## src/hdl/iac_pkg.sv

```systemverilog
package iac_pkg;

   localparam int WORD_W   = 32;
   localparam int OPCODE_W = 2;
   localparam int POS_W    = 11;
   localparam int STATUS_W = 2;

   localparam logic [OPCODE_W-1:0] OP_INSERT = 2'd0;
   localparam logic [OPCODE_W-1:0] OP_DELETE = 2'd1;
   localparam logic [OPCODE_W-1:0] OP_GET    = 2'd2;

   localparam logic [STATUS_W-1:0] STATUS_OK    = 2'd0;
   localparam logic [STATUS_W-1:0] STATUS_RANGE = 2'd1;
   localparam logic [STATUS_W-1:0] STATUS_FULL  = 2'd2;

   typedef logic signed [WORD_W-1:0] word_type;

   typedef struct packed {
      logic do_insert;
      logic do_delete;
      logic do_load;
      logic do_shift;
   } cell_ctrl_type;

endpackage

```

## src/hdl/iac_cell.sv

```systemverilog
module iac_cell import iac_pkg::*; #(
   parameter int IDX_W = 10,
   parameter int INDEX = 0
) (
   input  logic               clock,
   input  cell_ctrl_type      ctrl,
   input  logic [IDX_W-1:0]   idx,
   input  logic [WORD_W-1:0]  value,
   input  logic [WORD_W-1:0]  left_entry,
   input  logic [WORD_W-1:0]  right_entry,
   input  logic [WORD_W-1:0]  right_tap,
   output logic [WORD_W-1:0]  entry,
   output logic [WORD_W-1:0]  tap
);

   localparam logic [IDX_W-1:0] ME = IDX_W'(INDEX);

   logic [WORD_W-1:0] entry_ff, entry_in;
   logic [WORD_W-1:0] tap_ff, tap_in;

   always_comb begin
      entry_in = entry_ff;
      tap_in   = tap_ff;
      if (ctrl.do_insert) begin
         if (ME == idx) begin
            entry_in = value;
         end else if (ME > idx) begin
            entry_in = left_entry;
         end
      end
      if (ctrl.do_delete && (ME >= idx)) begin
         entry_in = right_entry;
      end
      if (ctrl.do_load) begin
         tap_in = entry_ff;
      end else if (ctrl.do_shift) begin
         tap_in = right_tap;
      end
   end

   always_ff @(posedge clock) begin
      entry_ff <= entry_in;
      tap_ff   <= tap_in;
   end

   assign entry = entry_ff;
   assign tap   = tap_ff;

endmodule
```

## config.mk

```make
export PLATFORM = sky130hd
export DESIGN_NAME = iac_cell
export DESIGN_NICKNAME = d
export VERILOG_FILES = /design/src/hdl/iac_pkg.sv /design/src/hdl/iac_cell.sv
export SDC_FILE = /design/constraint.sdc
export NUM_CORES = 1
export LEC_CHECK = 0
export ABC_AREA = 1
export ABC_CLOCK_PERIOD_IN_PS = 4400
export BUFFER_PORTS_ARGS = -buffer_cell sky130_fd_sc_hd__buf_2
export CORE_ASPECT_RATIO = 1.75
export CORE_MARGIN = 2
export CORE_UTILIZATION = 48
export DETAILED_ROUTE_END_ITERATION = 6
export GPL_TIMING_DRIVEN = 0
export PLACE_DENSITY = 0.92
export SLEW_MARGIN = 10
export SYNTH_ARGS = -nofsm -noshare
export SYNTH_HDL_FRONTEND = slang
export SYNTH_SLANG_ARGS = --single-unit
```

## constraint.sdc

```tcl
create_clock -name clock -period 4.4 [get_ports clock]
set_input_delay 0.22 -clock clock [delete_from_list [all_inputs] [get_ports clock]]
set_output_delay 0.22 -clock clock [all_outputs]
set_load 0.02 [all_outputs]
```

After elaboration in Yosys (flattened, before gate mapping)
Cells that the tools add are included.
W data, S select, Z words.
- register bits: 64
- output and inout port bits: 64
- logic and storage cells: 16
- order comparisons: 2
- multiplexer cells: 6
- reductions and logical operators: 6
- operators by type and width (operator ; number):
    $mux W32 ; 6
    $ge A1 B10 Y1 const A ; 1
    $gt A1 B10 Y1 const A ; 1
    $logic_not A10 Y1 ; 1
    $reduce_bool A2 Y1 ; 2
    $reduce_bool A3 Y1 ; 1
    $reduce_and A2 Y1 ; 1
    $logic_and A1 B1 Y1 ; 1

Depth between registers and ports, before layout
Gate-level depths: netlist (run 1).
- depth after elaboration: 5
- gate-level depth with buffers: 7
- gate-level depth less buffers: 6

Worst setup path after synthesis (run 1)
No wires, ideal clock.
- path type: input port to flip-flop
- start point: in idx[5]
- end point: reg entry_ff[0] (netlist: entry[0]) (enable)
- setup time: 391 ps
- data arrival time: 1590 ps
- data required time: 4009 ps
- setup slack: 2419 ps
- cell stages on the path: 5
- path buffers: 1
- cell sequence: nor2_2 nand3_4 nor2_8 buf_6 o21a_1
- longest elaborated chain between the ends: 4
- RTL lines (item ; line ; source):
    start, declared ; iac_cell.sv:7 ; input logic [IDX_W-1:0] idx,
    $ge A1 B10 Y1 ; iac_cell.sv:31 ; if (ctrl.do_delete && (ME >= idx)) begin
    $logic_and A1 B1 Y1 ; iac_cell.sv:31 ;
    $reduce_bool A3 Y1 (no line) or $reduce_bool A2 Y1 (tied branches) ; - ;
    $reduce_and A2 Y1 (no line) * ; - ;
    end signal, assigned ; iac_cell.sv:42 ; entry_ff <= entry_in;
    end, declared ; iac_cell.sv:18 ; logic [WORD_W-1:0] entry_ff, entry_in;
Every way passes the cells marked *; elsewhere a longest branch is shown, timed or not.
A chain may end at the register's enable or synchronous reset.

Final worst setup path (run 1)
- start point: in idx[9]
- end point: reg entry_ff[0] (netlist: entry[0]) (enable)
The elaborated chain is that of the path after synthesis.

==> metrics, run 1 <==
run status complete, no violations; Via Count 3499; Initial Utilization 0.493; Routed WL per cell 13.4 um; pwr/cell area 305 nW/um2; CTS Root Cell clkbuf_16; Final ANT Viol Nets 0; # diodes 0; Fin Setup TNS 0 ns; vias in the first global route 3216; Synth top area share 0.543; fin cells 703; Inserted Clock Buffers 9; Net count, final 755; worst r2r src entry[29]; FF-to-FF path depth 2; HP Class primary input to register; Post-Route Utilization 0.685; post-cts repair resize count 0; CTS tree built; Yosys top cell by area edfxtp_1; CP endpoint kind register; maximum vdd drop 238 uV; gr usage total 0.237; Synth Register Bits 64; Hold Path Sink tap[8]; layout cells sized above 1 0.402; worst-path maximum fanout 32; Final Power 1.50 mW; vias per cell 4.98; Port Buffers 204; top post-synthesis cells by area edfxtp_1 (54%), nand2_1 (20%), nand3_1 (9.0%); number of cell rows 41; Net Count, Synth 540; worst endpoint data arrival time 1.60 ns; # clock sinks 64; worst slew pin tran 0.713 ns; Clock Latency Late Sink 0.31 ns; largest net degree at the start of global routing 33; global-route wire length before repair 14.5 mm; clock-pin slew on the worst setup and hold paths 0.05 ns; Worst Setup SP idx[9]; WP data required 4.34 ns; Post CTS Setup Buffer Count 0; Worst R2R Setup Slack 3.59 ns; synthesized area per cell 8.92 um2; grt total ovfl 0; Max Fclk 601 MHz; Clock Path Buffers 2; Relative slew margins 0.524; Placed Instances 687; Post-Syn Instances 397; Core Area 7180 um2; Area Overhead vs Synth 39.0%; Final HPWL DP 7.73 mm; mapped cell area 3540 um2; I/O pins 207; DR pass1 iterations 5; warnings from Yosys 0; routed wire length 9.43 mm; Yosys cell types 18; DRC viols 0; final hold viol count 0; WS Path Type primary input to register; final period utilization 0.378; Die W 68.9 um; commonest cells after routing, fill and taps aside buf_2 (214), nand2_1 (193), nand3_1 (64), edfxtp_1 (64), o21bai_1 (32); number of DRC markers in iteration 0 208; Reg-to-Reg End tap[29]; nature of the critical path startpoint primary input; placer congestion estimate 0.883; maxcap violations 0; initial antenna violation count 0; Hold Path Depth 3; Lkg Pwr 2.41 nW; die area 8100 um2; final setup vio count 0; die height 118 um; RSZ-0062 raised after global routing false; Seq/Total Area, Yosys 0.543; Worst Min Path Start right_tap[8]; hold_buf cts 0; commonest non-fill, non-tap cell in the layout buf_2; H-tree depth 3; Slew Viols, Final 0; fin crit period 1.66 ns; clk_skew 0.00276 ns
## through the flow
stage / worst slack [ns] / cell area (um2) / hold slack [ns]
floorplan: 2.42 / 3540 / 0.399
global route: 2.64 / 4920 / 0.182
global placement: 2.06 / 4670 / 0.486
CTS: 2.32 / 4920 / 0.167
finish: 2.74 / 4920 / 0.179
detailed placement: 1.99 / 4670 / 0.489
## metal layers
| metal | global-route usage | vias to the layer above | share of wire |
|---|---|---|---|
| met3 | 0.0363 | 34 | 0.062 |
| met2 | 0.433 | 195 | 0.54 |
| met1 | 0.242 | 1507 | 0.36 |
| met5 | 0 | - | 0 |
| met4 | 0.124 | 0 | 0.041 |
| li1 | - | 1763 | - |
## registers in the layout, indices dropped and copies added, names as in the netlist
name   cells
entry     32
tap       32
## area by class of cell
class                      instances  area, um2
buffer                            29        223
clock buffer                      15        248
clock inverter                     1       3.75
fill                             563       2260
inverter                           4       15.0
multi-input combinational        300       1380
sequential                        64       1920
tap                               86        108
timing repair buffer             204       1020
## critical path, cell delays in order
cell     delay, ns
buf_2         0.10
nor2_2        0.16
nand3_4       0.18
nor2_8        0.18
buf_6         0.15
o21a_2        0.60
## cell usage after synthesis
cell type,n
nor2_8,1
inv_1,3
nand3_4,1
nand2_2,1
o21a_1,1
or2_2,1
nor2_4,1
nand2_1,193
edfxtp_1,64
inv_2,1
buf_6,12
buf_2,10
nor2_1,2
nand3_1,64
clkbuf_1,4
buf_4,3
o21bai_1,32
nor2_2,3
## how the worst max path moves through the flow
stage	endpoint	slack (ns)
floorplan	entry[0]	2.42
global placement	entry[3]	2.06
detailed placement	entry[7]	1.99
CTS	entry[7]	2.32
global route	entry[3]	2.64
finish	entry[0]	2.74
## kinds of logic after synthesis
logic type,after synthesis,share of synthesized area
flip-flops,64,0.543
AND/OR/NAND/NOR,267,0.320
AO/OA/AOI/OAI,33,0.0700
buffers and inverters,33,0.0672
## power by group
part / internal, mW / leakage (nW) / total, mW / switching, mW
combinational: 0.0912 / 1.67 / 0.209 / 0.118
clock: 0.378 / 0.120 / 0.585 / 0.206
sequential: 0.700 / 0.619 / 0.705 / 0.00513
No activity file was read; power rests on OpenSTA's default activity.
==> run 2: changes to the inputs <==
- ABC_CLOCK_PERIOD_IN_PS: 4400 -> 1700
- CORE_UTILIZATION: 48 -> 44
- PLACE_DENSITY: 0.92 -> 0.86
- clock period: 4.4 -> 1.7 ns (I/O delays scaled with it)
==> run 2 against run 1 <==
Critical path type unchanged. Final area is 0.18% higher. Critical endpoint is now entry[14]. Utilization decreased by 5.8 points. Clock skew is 0.0024 ns higher. Largest cell class unchanged.
==> metrics, run 2 (synthesis results as in run 1) <==
run status complete, no violations; final period utilization 0.875; final setup vio count 0 (unchanged); clock-pin slew on the worst setup and hold paths 0.05 ns (about the same); largest net degree at the start of global routing 33 (unchanged); DR pass1 iterations 5 (unchanged); hold_ws 0.0238 ns (-0.155 ns); commonest cells after routing, fill and taps aside buf_2 (214), nand2_1 (193), nand3_1 (64), edfxtp_1 (64), o21bai_1 (32); routed wire length 9.19 mm (-2.5%); worst endpoint data arrival time 1.44 ns (-0.16 ns); Lkg Pwr 2.42 nW (+0.37%); H-tree depth 3 (unchanged); maxcap violations 0 (unchanged); Placed Instances 691 (+0.58%); Max Fclk 672 MHz; worst-path maximum fanout 32 (unchanged); nature of the critical path startpoint primary input; Slew Viols, Final 0 (unchanged); Multi-input gate area 1380 um2 (unchanged); hold_buf cts 0 (unchanged); wire length on met3 553 um (-5.3%); number of cell rows 43 (+4.9%); met2 routed wirelength 5.01 mm (-2.0%); Post CTS Setup Buffer Count 0 (unchanged); register area 1920 um2 (unchanged); die height 123 um (+4.3%); Port Buffers 204 (unchanged); initial antenna violation count 0 (unchanged); die area 8810 um2 (+8.7%); # clock sinks 64 (unchanged); Die W 71.8 um (+4.2%); CTS tree built; DRC viols 0 (unchanged); Area Overhead vs Synth 39.3%; worst slew pin tran 0.723 ns (+0.00934 ns); vias per cell 4.82 (-3.2%); vias in the first global route 3201 (-0.47%); HP Class primary input to register; Clock Latency Late Sink 0.32 ns (about the same); max layer used met4; placer congestion estimate 0.925 (+4.7%); RSZ-0062 raised after global routing false; Routed WL per cell 13.0 um (-3.0%); M1 wire length 3.15 mm (-6.0%); fillcell total 664 (+18%); layout cells sized above 1 0.407 (+0.00486); CP endpoint kind register; pwr/cell area 789 nW/um2 (+160%); Initial Utilization 0.451 (-0.0422); WS Path Type primary input to register; fin cells 707 (+0.57%); gr usage total 0.209 (-0.0275); fin crit period 1.49 ns; WP data required 1.65 ns (-2.69 ns); final hold viol count 0 (unchanged); Final ANT Viol Nets 0 (unchanged); Relative slew margins 0.518 (-0.00623); Final HPWL DP 7.71 mm (-0.24%); global-route wire length before repair 14.0 mm (-2.9%); number of DRC markers in iteration 0 191 (-8.2%); Via Count 3407 (-2.6%); Core Area 7860 um2 (+9.4%); CTS Root Cell clkbuf_16; I/O pins 207 (unchanged); maximum vdd drop 502 uV (+110%); grt total ovfl 0 (unchanged); clk_skew 0.00512 ns (+0.00236 ns); Net count, final 755 (unchanged); Inserted Clock Buffers 9 (unchanged); Clock Path Buffers 2 (unchanged); commonest non-fill, non-tap cell in the layout buf_2; # diodes 0 (unchanged); post-cts repair resize count 0 (unchanged)
run 2: changes by cell type in the layout (fill, tap and decap cells not counted):
cell,change
clkinv_2,+3
clkinv_1,+2
clkbuf_1,-5
run 2: metal layers:
metal | vias up | global-route usage
met5 | - | 0
met1 | 1456 | 0.207
met3 | 38 | 0.0452
li1 | 1756 | -
met2 | 157 | 0.383
met4 | 0 | 0.136
run 2: layout make-up:
class | count | area share
Tap cell | 90 | 0.0228
Buffer | 29 | 0.0452
Clock inverter | 6 | 0.00533
Inverter | 4 | 0.00305
Multi-Input combinational cell | 300 | 0.280
Clock buffer | 10 | 0.0464
Sequential cell | 64 | 0.390
Timing Repair Buffer | 204 | 0.207
run 2: where the power goes:
group | leakage [nW] | switching, mW | internal (mW)
logic | 1.67 | 0.299 | 0.236
registers | 0.619 | 0.0134 | 1.81
clock network | 0.129 | 0.573 | 0.958
total | 2.42 | 0.885 | 3.01
run 2: final timing paths:
kind                            cells past startpoint        end     startpoint  slack [ns]
worst min register to register                      2    tap[20]      entry[20]        0.54
worst max register to register                      2    tap[19]      entry[19]        0.90
worst max-delay path                                6  entry[14]         idx[5]        0.21
worst min-delay path                                3    tap[28]  right_tap[28]        0.02
run 2: critical path, stage by stage:
cell	delay, ns
buf_2	0.10
nor2_2	0.16
nand3_4	0.18
nor2_8	0.18
buf_6	0.15
o21a_2	0.57
run 2: per-stage QoR:
stage	power (mW)	util	cell area, um2	TNS (ns)	setup WS [ns]
floorplan	2.13	-	3540	0	0.165
detailed placement	2.39	0.595	4670	-4.42	-0.140
CTS	3.92	0.628	4930	0	0.206
global placement	2.38	0.595	4670	-3.84	-0.122
global route	4.04	0.628	4930	0	0.0622
finish	3.89	0.628	4930	0	0.212
